`src/rtl/core/mhti_pkg.sv`:
```
package mhti_pkg;

  // segment lengths
  localparam int HDR_LEN = 37;
  localparam int DHT_LEN = 420;
  localparam int IDX_W   = 9;
  localparam int HDR_DEPTH = 10;

  // marker bytes
  localparam logic [7:0] MK_FF   = 8'hff;
  localparam logic [7:0] MK_SOI  = 8'hd8;
  localparam logic [7:0] MK_APP0 = 8'he0;
  localparam logic [7:0] MK_DQT  = 8'hdb;

  // APP0 tags, first byte in the top bits
  localparam logic [31:0] TAG_JFIF = 32'h4a464946;
  localparam logic [31:0] TAG_AVI1 = 32'h41564931;

  localparam logic [7:0] BAD_LIMIT_RESET = 8'd50;

  typedef enum logic [1:0] {
    SRC_HDR,
    SRC_DHT,
    SRC_MEM,
    SRC_CUR
  } src_t;

  typedef enum logic [1:0] {
    ST_GOOD       = 2'd0,
    ST_DROP_OK    = 2'd1,
    ST_DROP_LIMIT = 2'd2
  } status_t;

  // byte request from the sequencer
  typedef struct packed {
    logic             valid;
    logic             has_byte;
    src_t             src;
    logic [IDX_W-1:0] idx;
    logic [7:0]       cur;
    logic             is_end;
    logic             frame_last;
    status_t          status;
  } req_t;

  // resolved byte towards the packer
  typedef struct packed {
    logic       valid;
    logic       has_byte;
    logic [7:0] data;
    logic       is_end;
    logic       frame_last;
    status_t    status;
  } item_t;

  // header store write
  typedef struct packed {
    logic       en;
    logic [3:0] addr;
    logic [7:0] data;
  } hdr_wr_t;

  localparam logic [7:0] HDR_SEG [0:HDR_LEN-1] = '{
    8'hff, 8'hd8, 8'hff, 8'he0, 8'h00, 8'h21, 8'h41, 8'h56,
    8'h49, 8'h31, 8'h00, 8'h01, 8'h01, 8'h01, 8'h00, 8'h78,
    8'h00, 8'h78, 8'h00, 8'h00, 8'h00, 8'h00, 8'h00, 8'h00,
    8'h00, 8'h00, 8'h00, 8'h00, 8'h00, 8'h00, 8'h00, 8'h00,
    8'h00, 8'h00, 8'h00, 8'h00, 8'h00
  };

  localparam logic [7:0] DHT_SEG [0:DHT_LEN-1] = '{
    8'hff, 8'hc4, 8'h01, 8'ha2, 8'h00, 8'h00, 8'h01, 8'h05,
    8'h01, 8'h01, 8'h01, 8'h01, 8'h01, 8'h01, 8'h00, 8'h00,
    8'h00, 8'h00, 8'h00, 8'h00, 8'h00, 8'h00, 8'h01, 8'h02,
    8'h03, 8'h04, 8'h05, 8'h06, 8'h07, 8'h08, 8'h09, 8'h0a,
    8'h0b, 8'h01, 8'h00, 8'h03, 8'h01, 8'h01, 8'h01, 8'h01,
    8'h01, 8'h01, 8'h01, 8'h01, 8'h01, 8'h00, 8'h00, 8'h00,
    8'h00, 8'h00, 8'h00, 8'h01, 8'h02, 8'h03, 8'h04, 8'h05,
    8'h06, 8'h07, 8'h08, 8'h09, 8'h0a, 8'h0b, 8'h10, 8'h00,
    8'h02, 8'h01, 8'h03, 8'h03, 8'h02, 8'h04, 8'h03, 8'h05,
    8'h05, 8'h04, 8'h04, 8'h00, 8'h00, 8'h01, 8'h7d, 8'h01,
    8'h02, 8'h03, 8'h00, 8'h04, 8'h11, 8'h05, 8'h12, 8'h21,
    8'h31, 8'h41, 8'h06, 8'h13, 8'h51, 8'h61, 8'h07, 8'h22,
    8'h71, 8'h14, 8'h32, 8'h81, 8'h91, 8'ha1, 8'h08, 8'h23,
    8'h42, 8'hb1, 8'hc1, 8'h15, 8'h52, 8'hd1, 8'hf0, 8'h24,
    8'h33, 8'h62, 8'h72, 8'h82, 8'h09, 8'h0a, 8'h16, 8'h17,
    8'h18, 8'h19, 8'h1a, 8'h25, 8'h26, 8'h27, 8'h28, 8'h29,
    8'h2a, 8'h34, 8'h35, 8'h36, 8'h37, 8'h38, 8'h39, 8'h3a,
    8'h43, 8'h44, 8'h45, 8'h46, 8'h47, 8'h48, 8'h49, 8'h4a,
    8'h53, 8'h54, 8'h55, 8'h56, 8'h57, 8'h58, 8'h59, 8'h5a,
    8'h63, 8'h64, 8'h65, 8'h66, 8'h67, 8'h68, 8'h69, 8'h6a,
    8'h73, 8'h74, 8'h75, 8'h76, 8'h77, 8'h78, 8'h79, 8'h7a,
    8'h83, 8'h84, 8'h85, 8'h86, 8'h87, 8'h88, 8'h89, 8'h8a,
    8'h92, 8'h93, 8'h94, 8'h95, 8'h96, 8'h97, 8'h98, 8'h99,
    8'h9a, 8'ha2, 8'ha3, 8'ha4, 8'ha5, 8'ha6, 8'ha7, 8'ha8,
    8'ha9, 8'haa, 8'hb2, 8'hb3, 8'hb4, 8'hb5, 8'hb6, 8'hb7,
    8'hb8, 8'hb9, 8'hba, 8'hc2, 8'hc3, 8'hc4, 8'hc5, 8'hc6,
    8'hc7, 8'hc8, 8'hc9, 8'hca, 8'hd2, 8'hd3, 8'hd4, 8'hd5,
    8'hd6, 8'hd7, 8'hd8, 8'hd9, 8'hda, 8'he1, 8'he2, 8'he3,
    8'he4, 8'he5, 8'he6, 8'he7, 8'he8, 8'he9, 8'hea, 8'hf1,
    8'hf2, 8'hf3, 8'hf4, 8'hf5, 8'hf6, 8'hf7, 8'hf8, 8'hf9,
    8'hfa, 8'h11, 8'h00, 8'h02, 8'h01, 8'h02, 8'h04, 8'h04,
    8'h03, 8'h04, 8'h07, 8'h05, 8'h04, 8'h04, 8'h00, 8'h01,
    8'h02, 8'h77, 8'h00, 8'h01, 8'h02, 8'h03, 8'h11, 8'h04,
    8'h05, 8'h21, 8'h31, 8'h06, 8'h12, 8'h41, 8'h51, 8'h07,
    8'h61, 8'h71, 8'h13, 8'h22, 8'h32, 8'h81, 8'h08, 8'h14,
    8'h42, 8'h91, 8'ha1, 8'hb1, 8'hc1, 8'h09, 8'h23, 8'h33,
    8'h52, 8'hf0, 8'h15, 8'h62, 8'h72, 8'hd1, 8'h0a, 8'h16,
    8'h24, 8'h34, 8'he1, 8'h25, 8'hf1, 8'h17, 8'h18, 8'h19,
    8'h1a, 8'h26, 8'h27, 8'h28, 8'h29, 8'h2a, 8'h35, 8'h36,
    8'h37, 8'h38, 8'h39, 8'h3a, 8'h43, 8'h44, 8'h45, 8'h46,
    8'h47, 8'h48, 8'h49, 8'h4a, 8'h53, 8'h54, 8'h55, 8'h56,
    8'h57, 8'h58, 8'h59, 8'h5a, 8'h63, 8'h64, 8'h65, 8'h66,
    8'h67, 8'h68, 8'h69, 8'h6a, 8'h73, 8'h74, 8'h75, 8'h76,
    8'h77, 8'h78, 8'h79, 8'h7a, 8'h82, 8'h83, 8'h84, 8'h85,
    8'h86, 8'h87, 8'h88, 8'h89, 8'h8a, 8'h92, 8'h93, 8'h94,
    8'h95, 8'h96, 8'h97, 8'h98, 8'h99, 8'h9a, 8'ha2, 8'ha3,
    8'ha4, 8'ha5, 8'ha6, 8'ha7, 8'ha8, 8'ha9, 8'haa, 8'hb2,
    8'hb3, 8'hb4, 8'hb5, 8'hb6, 8'hb7, 8'hb8, 8'hb9, 8'hba,
    8'hc2, 8'hc3, 8'hc4, 8'hc5, 8'hc6, 8'hc7, 8'hc8, 8'hc9,
    8'hca, 8'hd2, 8'hd3, 8'hd4, 8'hd5, 8'hd6, 8'hd7, 8'hd8,
    8'hd9, 8'hda, 8'he2, 8'he3, 8'he4, 8'he5, 8'he6, 8'he7,
    8'he8, 8'he9, 8'hea, 8'hf2, 8'hf3, 8'hf4, 8'hf5, 8'hf6,
    8'hf7, 8'hf8, 8'hf9, 8'hfa
  };

endpackage

```
`src/rtl/core/mhti_if.sv`:
```
// input byte channel
interface mhti_in_if;
  logic       valid;
  logic       ready;
  logic [7:0] data_byte;
  logic       frame_last;

  modport source (output valid, output data_byte, output frame_last, input ready);
  modport sink   (input valid, input data_byte, input frame_last, output ready);
endinterface

// packed result channel
interface mhti_out_if;
  logic        valid;
  logic        ready;
  logic [63:0] out_bytes;
  logic [3:0]  byte_count;
  logic        run_last;
  logic        frame_done;
  logic [1:0]  frame_status;

  modport source (output valid, output out_bytes, output byte_count, output run_last,
                  output frame_done, output frame_status, input ready);
  modport sink   (input valid, input out_bytes, input byte_count, input run_last,
                  input frame_done, input frame_status, output ready);
endinterface

```
`src/rtl/core/mhti_ctrl.sv`:
```
module mhti_ctrl
  import mhti_pkg::*;
(
  input  logic     clk,
  input  logic     rst,
  mhti_in_if.sink  in_stream,
  input  logic     cfg_we,
  input  logic [7:0] cfg_wdata,
  input  logic     stall,
  output req_t     req,
  output hdr_wr_t  hdr_wr
);

  typedef enum logic [2:0] {
    K_CLASS, K_PASS, K_AVI, K_EMPTY, K_BAD
  } kind_t;

  // emission phases in output order; value i+1 matches enable bit i
  typedef enum logic [2:0] {
    P_IDLE  = 3'd0,
    P_HDR   = 3'd1,
    P_MEMA  = 3'd2,
    P_DHT   = 3'd3,
    P_MEMB  = 3'd4,
    P_CUR   = 3'd5,
    P_TAIL  = 3'd6,
    P_EMPTY = 3'd7
  } phase_t;

  localparam logic [5:0] EN_HDR  = 6'b000001;
  localparam logic [5:0] EN_MEMA = 6'b000010;
  localparam logic [5:0] EN_DHT  = 6'b000100;
  localparam logic [5:0] EN_MEMB = 6'b001000;
  localparam logic [5:0] EN_CUR  = 6'b010000;
  localparam logic [5:0] EN_TAIL = 6'b100000;

  function automatic phase_t next_after(phase_t p, logic [5:0] en);
    phase_t r;
    r = P_IDLE;
    for (int i = 5; i >= 0; i--) begin
      if (en[i] && (3'(i + 1) > p)) r = phase_t'(3'(i + 1));
    end
    return r;
  endfunction

  phase_t           phase;
  logic [IDX_W-1:0] cnt;
  logic [5:0]       plan_en;
  logic [3:0]       a_len, b_lo, b_hi;
  logic [7:0]       cur_b;
  logic             last_f;
  status_t          status_q;

  kind_t       kind;
  logic [23:0] byte_position;
  logic [16:0] insert_point;
  logic [7:0]  bad_run_count;
  logic [7:0]  bad_frame_limit;
  logic        sig_bad, jfif_ok, avi_ok;
  logic [15:0] app_len;

  logic             at_end, fin, active, accept;
  phase_t           nxt, first, start_ph;
  logic [IDX_W-1:0] nxt_cnt, start_cnt;

  logic [7:0]  b;
  logic [5:0]  p_en;
  logic [3:0]  p_a, p_blo, p_bhi;
  kind_t       kind_next;
  logic [16:0] ip_calc, insert_point_next;
  logic        bad_n;
  status_t     st;

  // sequencer progress
  always_comb begin
    unique case (phase)
      P_HDR:          at_end = (cnt == IDX_W'(HDR_LEN - 1));
      P_MEMA:         at_end = (cnt == {5'd0, a_len - 4'd1});
      P_DHT, P_TAIL:  at_end = (cnt == IDX_W'(DHT_LEN - 1));
      P_MEMB:         at_end = (cnt == {5'd0, b_hi});
      P_CUR, P_EMPTY: at_end = 1'b1;
      default:        at_end = 1'b0;
    endcase
  end

  assign nxt     = next_after(phase, plan_en);
  assign nxt_cnt = (nxt == P_MEMB) ? {5'd0, b_lo} : '0;
  assign fin     = (phase != P_IDLE) && at_end && (nxt == P_IDLE);
  assign active  = (phase != P_IDLE) && !stall;

  // the next byte is taken while the final request of this one issues
  assign in_stream.ready = (phase == P_IDLE) || (fin && !stall);
  assign accept = in_stream.valid && in_stream.ready;

  // byte request
  always_comb begin
    req.valid      = active;
    req.has_byte   = (phase != P_EMPTY);
    req.idx        = cnt;
    req.cur        = cur_b;
    req.is_end     = fin;
    req.frame_last = last_f;
    req.status     = status_q;
    unique case (phase)
      P_HDR:          req.src = SRC_HDR;
      P_DHT, P_TAIL:  req.src = SRC_DHT;
      P_MEMA, P_MEMB: req.src = SRC_MEM;
      default:        req.src = SRC_CUR;
    endcase
  end

  // plan for the incoming byte
  always_comb begin
    b                 = in_stream.data_byte;
    p_en              = '0;
    p_a               = '0;
    p_blo             = '0;
    p_bhi             = 4'(HDR_DEPTH - 1);
    kind_next         = kind;
    ip_calc           = 17'd4 + {1'b0, app_len};
    insert_point_next = insert_point;
    case (kind)
      K_CLASS: begin
        if (byte_position == 24'd2) begin
          if (sig_bad || b != MK_FF) kind_next = K_BAD;
        end else if (byte_position == 24'd3) begin
          if (b == MK_DQT) begin
            p_en      = EN_HDR | EN_DHT | EN_MEMB;
            p_blo     = 4'd2;
            p_bhi     = 4'd3;
            kind_next = K_PASS;
          end else if (b != MK_APP0) begin
            kind_next = K_EMPTY;
          end
        end else if (byte_position == 24'd9) begin
          if (jfif_ok && b == TAG_JFIF[7:0]) begin
            p_en      = EN_MEMB;
            kind_next = K_PASS;
          end else if (avi_ok && b == TAG_AVI1[7:0]) begin
            insert_point_next = ip_calc;
            if (ip_calc < 17'(HDR_DEPTH)) begin
              // table falls inside the buffered header
              p_en      = EN_MEMA | EN_DHT | EN_MEMB;
              p_a       = ip_calc[3:0];
              p_blo     = ip_calc[3:0];
              kind_next = K_PASS;
            end else begin
              p_en      = EN_MEMB;
              kind_next = K_AVI;
            end
          end else begin
            kind_next = K_BAD;
          end
        end
      end
      K_PASS: p_en = EN_CUR;
      K_AVI: begin
        if (byte_position == {7'd0, insert_point}) begin
          p_en      = EN_DHT | EN_CUR;
          kind_next = K_PASS;
        end else begin
          p_en = EN_CUR;
        end
      end
      default: ;
    endcase
    // frame ended before the insertion point
    if (in_stream.frame_last && kind_next == K_AVI) p_en = p_en | EN_TAIL;

    bad_n = in_stream.frame_last && (kind_next == K_CLASS || kind_next == K_BAD);
    if (bad_n) st = (bad_run_count < bad_frame_limit) ? ST_DROP_OK : ST_DROP_LIMIT;
    else       st = ST_GOOD;

    first = next_after(P_IDLE, p_en);
    if (first != P_IDLE)            start_ph = first;
    else if (in_stream.frame_last)  start_ph = P_EMPTY;
    else                            start_ph = P_IDLE;
    start_cnt = (first == P_MEMB) ? {5'd0, p_blo} : '0;
  end

  // header store write
  assign hdr_wr.en   = accept && (byte_position < 24'(HDR_DEPTH));
  assign hdr_wr.addr = byte_position[3:0];
  assign hdr_wr.data = in_stream.data_byte;

  // state and sequencer
  always_ff @(posedge clk) begin
    if (rst) begin
      phase           <= P_IDLE;
      cnt             <= '0;
      plan_en         <= '0;
      kind            <= K_CLASS;
      byte_position   <= '0;
      insert_point    <= '0;
      bad_run_count   <= '0;
      bad_frame_limit <= BAD_LIMIT_RESET;
    end else begin
      if (cfg_we) bad_frame_limit <= cfg_wdata;
      if (accept) begin
        phase        <= start_ph;
        cnt          <= start_cnt;
        plan_en      <= p_en;
        a_len        <= p_a;
        b_lo         <= p_blo;
        b_hi         <= p_bhi;
        cur_b        <= b;
        last_f       <= in_stream.frame_last;
        status_q     <= st;
        insert_point <= insert_point_next;
        // running header checks
        unique case (byte_position)
          24'd0: sig_bad <= (b != MK_FF);
          24'd1: sig_bad <= sig_bad | (b != MK_SOI);
          24'd4: app_len[15:8] <= b;
          24'd5: app_len[7:0] <= b;
          24'd6: begin
            jfif_ok <= (b == TAG_JFIF[31:24]);
            avi_ok  <= (b == TAG_AVI1[31:24]);
          end
          24'd7: begin
            jfif_ok <= jfif_ok & (b == TAG_JFIF[23:16]);
            avi_ok  <= avi_ok & (b == TAG_AVI1[23:16]);
          end
          24'd8: begin
            jfif_ok <= jfif_ok & (b == TAG_JFIF[15:8]);
            avi_ok  <= avi_ok & (b == TAG_AVI1[15:8]);
          end
          default: ;
        endcase
        if (in_stream.frame_last) begin
          kind          <= K_CLASS;
          byte_position <= '0;
          if (bad_n) begin
            if (bad_run_count != 8'hff) bad_run_count <= bad_run_count + 8'd1;
          end else begin
            bad_run_count <= '0;
          end
        end else begin
          kind <= kind_next;
          if (byte_position != 24'hffffff) byte_position <= byte_position + 24'd1;
        end
      end else if (active) begin
        if (at_end) begin
          phase <= nxt;
          cnt   <= nxt_cnt;
        end else begin
          cnt <= cnt + 1'b1;
        end
      end
    end
  end

endmodule

```
`src/rtl/core/mhti_fetch.sv`:
```
module mhti_fetch
  import mhti_pkg::*;
(
  input  logic    clk,
  input  logic    rst,
  input  logic    stall,
  input  req_t    req,
  input  hdr_wr_t hdr_wr,
  output item_t   item
);

  logic [7:0] hdr_mem [0:HDR_DEPTH-1];
  logic [7:0] rd_q, rom_q, cur_q;
  src_t       src_q;
  logic       f_valid, has_q, end_q, last_q;
  status_t    st_q;

  // header store; a read and a write in the same cycle return the old entry,
  // which is what a finishing step wants while the next byte is written
  always_ff @(posedge clk) begin
    if (hdr_wr.en) hdr_mem[hdr_wr.addr] <= hdr_wr.data;
  end

  always_ff @(posedge clk) begin
    if (rst) begin
      f_valid <= 1'b0;
    end else if (!stall) begin
      f_valid <= req.valid;
    end
  end

  // registered memory and table reads
  always_ff @(posedge clk) begin
    if (!stall) begin
      rd_q   <= hdr_mem[req.idx[3:0]];
      rom_q  <= (req.src == SRC_DHT) ? DHT_SEG[req.idx] : HDR_SEG[req.idx[5:0]];
      cur_q  <= req.cur;
      src_q  <= req.src;
      has_q  <= req.has_byte;
      end_q  <= req.is_end;
      last_q <= req.frame_last;
      st_q   <= req.status;
    end
  end

  always_comb begin
    item.valid      = f_valid;
    item.has_byte   = has_q;
    item.is_end     = end_q;
    item.frame_last = last_q;
    item.status     = st_q;
    unique case (src_q)
      SRC_MEM:          item.data = rd_q;
      SRC_CUR:          item.data = cur_q;
      SRC_HDR, SRC_DHT: item.data = rom_q;
      default:          item.data = rom_q;
    endcase
  end

endmodule

```
`src/rtl/core/mhti_pack.sv`:
```
module mhti_pack
  import mhti_pkg::*;
(
  input  logic       clk,
  input  logic       rst,
  input  item_t      item,
  mhti_out_if.source out_stream,
  output logic       stall
);

  logic [63:0] acc, word_n;
  logic [3:0]  cnt, cnt_n;
  logic        take, push, done;

  assign stall  = out_stream.valid && !out_stream.ready;
  assign take   = item.valid && !stall;
  assign word_n = acc | (64'(item.data) << {cnt[2:0], 3'b000});
  assign cnt_n  = cnt + 4'd1;
  assign done   = item.is_end && item.frame_last;

  // a result leaves on the eighth byte or at the end of the step
  always_comb begin
    if (item.has_byte) push = take && (cnt_n == 4'd8 || item.is_end);
    else               push = take && item.frame_last;
  end

  always_ff @(posedge clk) begin
    if (rst) begin
      out_stream.valid <= 1'b0;
      acc              <= '0;
      cnt              <= '0;
    end else begin
      if (push)                  out_stream.valid <= 1'b1;
      else if (out_stream.ready) out_stream.valid <= 1'b0;
      if (push) begin
        acc <= '0;
        cnt <= '0;
      end else if (take && item.has_byte) begin
        acc <= word_n;
        cnt <= cnt_n;
      end
    end
  end

  // output register
  always_ff @(posedge clk) begin
    if (push) begin
      out_stream.out_bytes    <= item.has_byte ? word_n : acc;
      out_stream.byte_count   <= item.has_byte ? cnt_n : cnt;
      out_stream.run_last     <= item.is_end;
      out_stream.frame_done   <= done;
      out_stream.frame_status <= done ? item.status : ST_GOOD;
    end
  end

`ifndef NO_ASSERTIONS
  a_acc_not_full: assert property (@(posedge clk) disable iff (rst) cnt != 4'd8)
    else $error("packer holds a full word");
  a_status_on_done: assert property (@(posedge clk) disable iff (rst)
    (out_stream.valid && out_stream.frame_status != ST_GOOD) |-> out_stream.frame_done)
    else $error("drop status outside frame end");
  a_empty_on_done: assert property (@(posedge clk) disable iff (rst)
    (out_stream.valid && out_stream.byte_count == 4'd0) |-> out_stream.frame_done)
    else $error("empty result not closing a frame");
  a_push_shows: assert property (@(posedge clk) disable iff (rst) push |=> out_stream.valid)
    else $error("pushed result not presented");
`endif

endmodule

```
`src/rtl/core/mjpeg_huffman_table_inserter.sv`:
```
// MJPEG Huffman table inserter. Camera frames enter one byte per transfer, with
// frame_last on the final byte; results leave packed up to eight bytes each,
// first byte in bits 7..0. JFIF frames pass unchanged, AVI1 frames get the
// standard 420-byte DHT segment at 4 plus the APP0 length (appended at the end
// if the frame is shorter), frames starting with a DQT get a 37-byte AVI1
// header and the table in place of their first two bytes, other frames come
// out empty, and frames with a bad marker or tag are dropped and counted
// against bad_frame_limit. The first ten bytes sit in a small header memory
// with a registered read. The emitter produces one output byte per cycle while
// no result stalls: pass-through bytes run at one per cycle, while the byte
// that triggers a table insertion (AVI1 or DQT start) lets no new byte in
// until its last output byte issues. A stalled result holds the whole
// emitter.
module mjpeg_huffman_table_inserter
  import mhti_pkg::*;
(
  input  logic       clk,
  input  logic       rst,
  mhti_in_if.sink    in_stream,
  mhti_out_if.source out_stream,
  input  logic       cfg_we,
  input  logic [7:0] cfg_wdata
);

  req_t    req;
  hdr_wr_t hdr_wr;
  item_t   item;
  logic    stall;

  mhti_ctrl u_ctrl (
    .clk       (clk),
    .rst       (rst),
    .in_stream (in_stream),
    .cfg_we    (cfg_we),
    .cfg_wdata (cfg_wdata),
    .stall     (stall),
    .req       (req),
    .hdr_wr    (hdr_wr)
  );

  mhti_fetch u_fetch (
    .clk    (clk),
    .rst    (rst),
    .stall  (stall),
    .req    (req),
    .hdr_wr (hdr_wr),
    .item   (item)
  );

  mhti_pack u_pack (
    .clk        (clk),
    .rst        (rst),
    .item       (item),
    .out_stream (out_stream),
    .stall      (stall)
  );

endmodule
```
`src/flat_wrapper.sv`:
```
// flat-port wrapper written by rule: the top's interface ports become plain ports
module mjpeg_huffman_table_inserter_flat import mhti_pkg::*;
  (clk, rst, cfg_we, cfg_wdata, in_stream_valid, in_stream_data_byte, in_stream_frame_last, in_stream_ready, out_stream_valid, out_stream_out_bytes, out_stream_byte_count, out_stream_run_last, out_stream_frame_done, out_stream_frame_status, out_stream_ready);
  mhti_in_if in_stream_i ();
  mhti_out_if out_stream_i ();
  input  logic clk;
  input  logic rst;
  input  logic cfg_we;
  input  logic [7:0] cfg_wdata;
  input wire logic [$bits(in_stream_i.valid)-1:0] in_stream_valid;
  input wire logic [$bits(in_stream_i.data_byte)-1:0] in_stream_data_byte;
  input wire logic [$bits(in_stream_i.frame_last)-1:0] in_stream_frame_last;
  output wire logic [$bits(in_stream_i.ready)-1:0] in_stream_ready;
  output wire logic [$bits(out_stream_i.valid)-1:0] out_stream_valid;
  output wire logic [$bits(out_stream_i.out_bytes)-1:0] out_stream_out_bytes;
  output wire logic [$bits(out_stream_i.byte_count)-1:0] out_stream_byte_count;
  output wire logic [$bits(out_stream_i.run_last)-1:0] out_stream_run_last;
  output wire logic [$bits(out_stream_i.frame_done)-1:0] out_stream_frame_done;
  output wire logic [$bits(out_stream_i.frame_status)-1:0] out_stream_frame_status;
  input wire logic [$bits(out_stream_i.ready)-1:0] out_stream_ready;
  assign in_stream_i.valid = in_stream_valid;
  assign in_stream_i.data_byte = in_stream_data_byte;
  assign in_stream_i.frame_last = in_stream_frame_last;
  assign in_stream_ready = in_stream_i.ready;
  assign out_stream_valid = out_stream_i.valid;
  assign out_stream_out_bytes = out_stream_i.out_bytes;
  assign out_stream_byte_count = out_stream_i.byte_count;
  assign out_stream_run_last = out_stream_i.run_last;
  assign out_stream_frame_done = out_stream_i.frame_done;
  assign out_stream_frame_status = out_stream_i.frame_status;
  assign out_stream_i.ready = out_stream_ready;
  mjpeg_huffman_table_inserter u_core (.clk(clk), .rst(rst), .in_stream(in_stream_i), .out_stream(out_stream_i), .cfg_we(cfg_we), .cfg_wdata(cfg_wdata));
endmodule
```
`config.mk`:
```
export PLATFORM = sky130hd
export DESIGN_NAME = mjpeg_huffman_table_inserter_flat
export DESIGN_NICKNAME = d
export VERILOG_FILES = /design/src/rtl/core/mhti_pkg.sv /design/src/rtl/core/mhti_if.sv /design/src/rtl/core/mhti_ctrl.sv /design/src/rtl/core/mhti_fetch.sv /design/src/rtl/core/mhti_pack.sv /design/src/rtl/core/mjpeg_huffman_table_inserter.sv /design/src/flat_wrapper.sv
export SDC_FILE = /design/constraint.sdc
export NUM_CORES = 1
export LEC_CHECK = 0
export ABC_AREA = 1
export ABC_CLOCK_PERIOD_IN_PS = 8000
export BUFFER_PORTS_ARGS = -buffer_cell sky130_fd_sc_hd__buf_2
export CAP_MARGIN = 10
export CORE_ASPECT_RATIO = 1.5
export CORE_MARGIN = 2
export CORE_UTILIZATION = 55
export DETAILED_ROUTE_END_ITERATION = 8
export PLACE_DENSITY = 0.73
export SYNTH_ARGS = -nofsm -noshare
export SYNTH_HDL_FRONTEND = slang
export SYNTH_SLANG_ARGS = --single-unit
```
`constraint.sdc`:
```
create_clock -name clk -period 8 [get_ports clk]
set_input_delay 1.2 -clock clk [delete_from_list [all_inputs] [get_ports clk]]
set_output_delay 1.2 -clock clk [all_outputs]
set_load 0.01 [all_outputs]
```
==> metrics <==
outcome=complete, no violations; f_max=0.2275 GHz; register area share after synthesis=between 40% and 50%; Initial Utilization=between 50% and 60%; endpoint class of the critical path=primary output; Global Route Usage Sum=between 30% and 40%; Worst R2R Setup Slack=just over 4 ns; CTS root buffer=clkbuf_16; die width=around 160 um; worst-margin pin slew=between 1 and 1.5 ns; CTS resizes=0; Die H=233.6 um; Setup TNS=0 ns; Synth Cell Area=around 19000 um2; Slew headroom=21.94%; WL final=approximately 65000 um; first-pass GRT wire length=slightly below 100000 um; WHS=between 0.4 and 0.5 ns; crit path max fanout=18; drt drc=0; Synth area leader=edfxtp_1; Setup Viol. Count Final=0; unrepaired setup endpoints after global routing=false; pins over their slew limit=0; maximum vdd drop=224.7 uV; power density over cell area=311.0 nW/um2; clk_lat worst skew=0.55 ns; hold_buf cts=0; startpoint types=flop; Hold Crit Class=reg -> reg; via count=17500; Critical Path AT=around 3.2 ns; Tot Pwr=between 6 and 7 mW; number of enable flip-flop cells after synthesis=223; CTS tree=built; row count=84; Synth cell types=58; # placed instances=~2900; top cells by count, synth=nand2_1, inv_1, nor2_1; CTS HTree Levels=2; Mapped Cells=2379; IO Count=96; post-synth top area share=between 30% and 40%; Clk pin slew, worst setup/hold paths=about 0.06 ns; core footprint=about 35000 um2; Yosys Warn Count=0; gpl congestion=1.119; Synth Flop Type=edfxtp_1; asr flop ratio synth=0%; placed cell areas=about 20000 um2; largest net degree at the start of global routing=73; Final Skew=approximately 0.018 ns; post-route insts no fill=~3000; number of global-route vias before repair=16830; max cap viols=0; Avg WL per Cell=22.14 um; Remaining Overflow, GRT=0; maximum root-to-sink buffer count=3; layout cells sized above 1=9.158%; number of DRC markers in iteration 0=around 1800; Static Leak=8.635 nW; antenna violations before repair=0; Synthesized Nets=between 2000 and 2500; die area=36690 um2; Final ANT Viol Nets=0; Hold Violations, Final=0; Tmin final=between 4 and 5 ns; CTS Buf Count=36; setup bufs post-CTS=0; dpl hpwl=between 40000 and 50000 um; FF+latch count, synth=roughly 370; Mapped Avg Cell Area=roughly 8.1 um2; synthesis-to-finish area growth=10.30%; final period utilization=~55%; First-pass DRT Iterations=8; diodes inserted=0; count leader, synth=nand2_1; Port-buffer cells=95; fin area=~21000 um2; Via density=~6; crit path kind=reg -> out; ranking of synthesized cells by area=edfxtp_1, dfxtp_1, nand2_1; nets=roughly 2500; Req. time, crit path=slightly below 7 ns; CTS sink count=approximately 370
## critical path, cell delays in order, from the launching register on
cell and delay, ns:
dfxtp_1 0.80, clkinv_1 0.79, nand2_1 0.27, o21ai_1 0.10
nand3_1 0.09, nor2_1 0.05, nand4_1 0.08, nand2_2 0.12
nand3_2 0.12, nand2_1 0.07, buf_2 0.15
## layout make-up
type	instances	area, um2
multi-input combinational	1624	8228
tap	473	591.8
sequential	371	9661
clock buffer	44	962.2
clock inverter	20	155.1
fill	3071	13570
inverter	275	1032
timing repair buffer	123	689.4
## kinds of logic (layout without fill, tap and decap cells)
group | Yosys count | count (layout) | share of synthesized area [%]
flops | 371 | 371 | 49.97
buf+inv | 384 | 462 | 7.574
fa+ha+maj | 37 | 37 | 2.395
simple gates | 1059 | 1059 | 23.19
compound gates | 482 | 482 | 14.77
xor+xnor | 44 | 44 | 1.994
mux | 2 | 2 | 0.1036
## flip-flops by register name (all words and copies together) (netlist names), 3 cells and up
signal,count
u_core.u_fetch.hdr_mem,80
u_core.u_pack.acc,64
u_core.u_pack.out_stream.out_bytes,64
u_core.u_ctrl.byte_position,24
u_core.u_ctrl.insert_point,17
u_core.u_ctrl.app_len,16
u_core.u_ctrl.cnt,9
u_core.u_ctrl.bad_frame_limit,8
u_core.u_ctrl.bad_run_count,8
u_core.u_ctrl.cur_b,8
u_core.u_fetch.cur_q,8
u_core.u_fetch.rd_q,8
u_core.u_fetch.rom_q,8
u_core.u_ctrl.plan_en,6
u_core.u_ctrl.a_len,4
u_core.u_ctrl.b_lo,4
u_core.u_pack.cnt,4
u_core.u_pack.out_stream.byte_count,4
u_core.u_ctrl.kind,3
u_core.u_ctrl.phase,3
## metal layers
layer | GRT usage, % | share of wire [%]
met5 | 0 | 0
met4 | 27.78 | 9.0
met3 | 7.217 | 7.0
met2 | 62.64 | 50
met1 | 36.17 | 34
## cells in the final DEF (no fill, tap or decap), drive strengths merged, types with 5 or more instances in the layout
| master | count |
|---|---|
| a211oi | 9 |
| a21oi | 166 |
| a31oi | 16 |
| buf | 123 |
| clkbuf | 44 |
| clkinv | 19 |
| dfxtp | 148 |
| edfxtp | 223 |
| ha | 37 |
| inv | 275 |
| nand2 | 496 |
| nand3 | 169 |
| nand3b | 5 |
| nand4 | 45 |
| nor2 | 263 |
| nor3 | 53 |
| nor4 | 16 |
| o2111ai | 5 |
| o211ai | 24 |
| o21ai | 168 |
| o221a | 8 |
| o221ai | 8 |
| o22ai | 26 |
| o311ai | 6 |
| o31ai | 11 |
| or2 | 10 |
| xnor2 | 8 |
| xor2 | 36 |
## report_power, final
group | switching (mW) | total, mW | internal [mW]
combinational | 1.97 | 2.63 | 0.656
clock | 0.742 | 1.64 | 0.902
sequential | 0.121 | 2.36 | 2.24
total | 2.83 | 6.63 | 3.80
## stage by stage
stage	utilization [%]	setup WS [ns]
floorplan	-	0.9275
global placement	57.86	4.106
detailed placement	57.86	4.021
CTS	61.07	3.677
global route	61.10	3.513
finish	61.10	3.604
## worst paths after layout
kind,endpoint,cells past startpoint,startpoint
setup reg to reg,u_core.u_fetch.rom_q[3]$_DFFE_PN_,14,u_core.u_ctrl.cnt[0]$_SDFFE_PP0P_
setup / recovery,in_stream_ready,10,u_core.u_ctrl.cnt[7]$_SDFFE_PP0P_
hold / removal,u_core.u_fetch.cur_q[2]$_DFFE_PN_,0,u_core.u_ctrl.cur_b[2]$_DFFE_PP_
hold reg to reg,u_core.u_fetch.cur_q[2]$_DFFE_PN_,0,u_core.u_ctrl.cur_b[2]$_DFFE_PP_
Note: power is estimated with default switching activity, not from simulation.
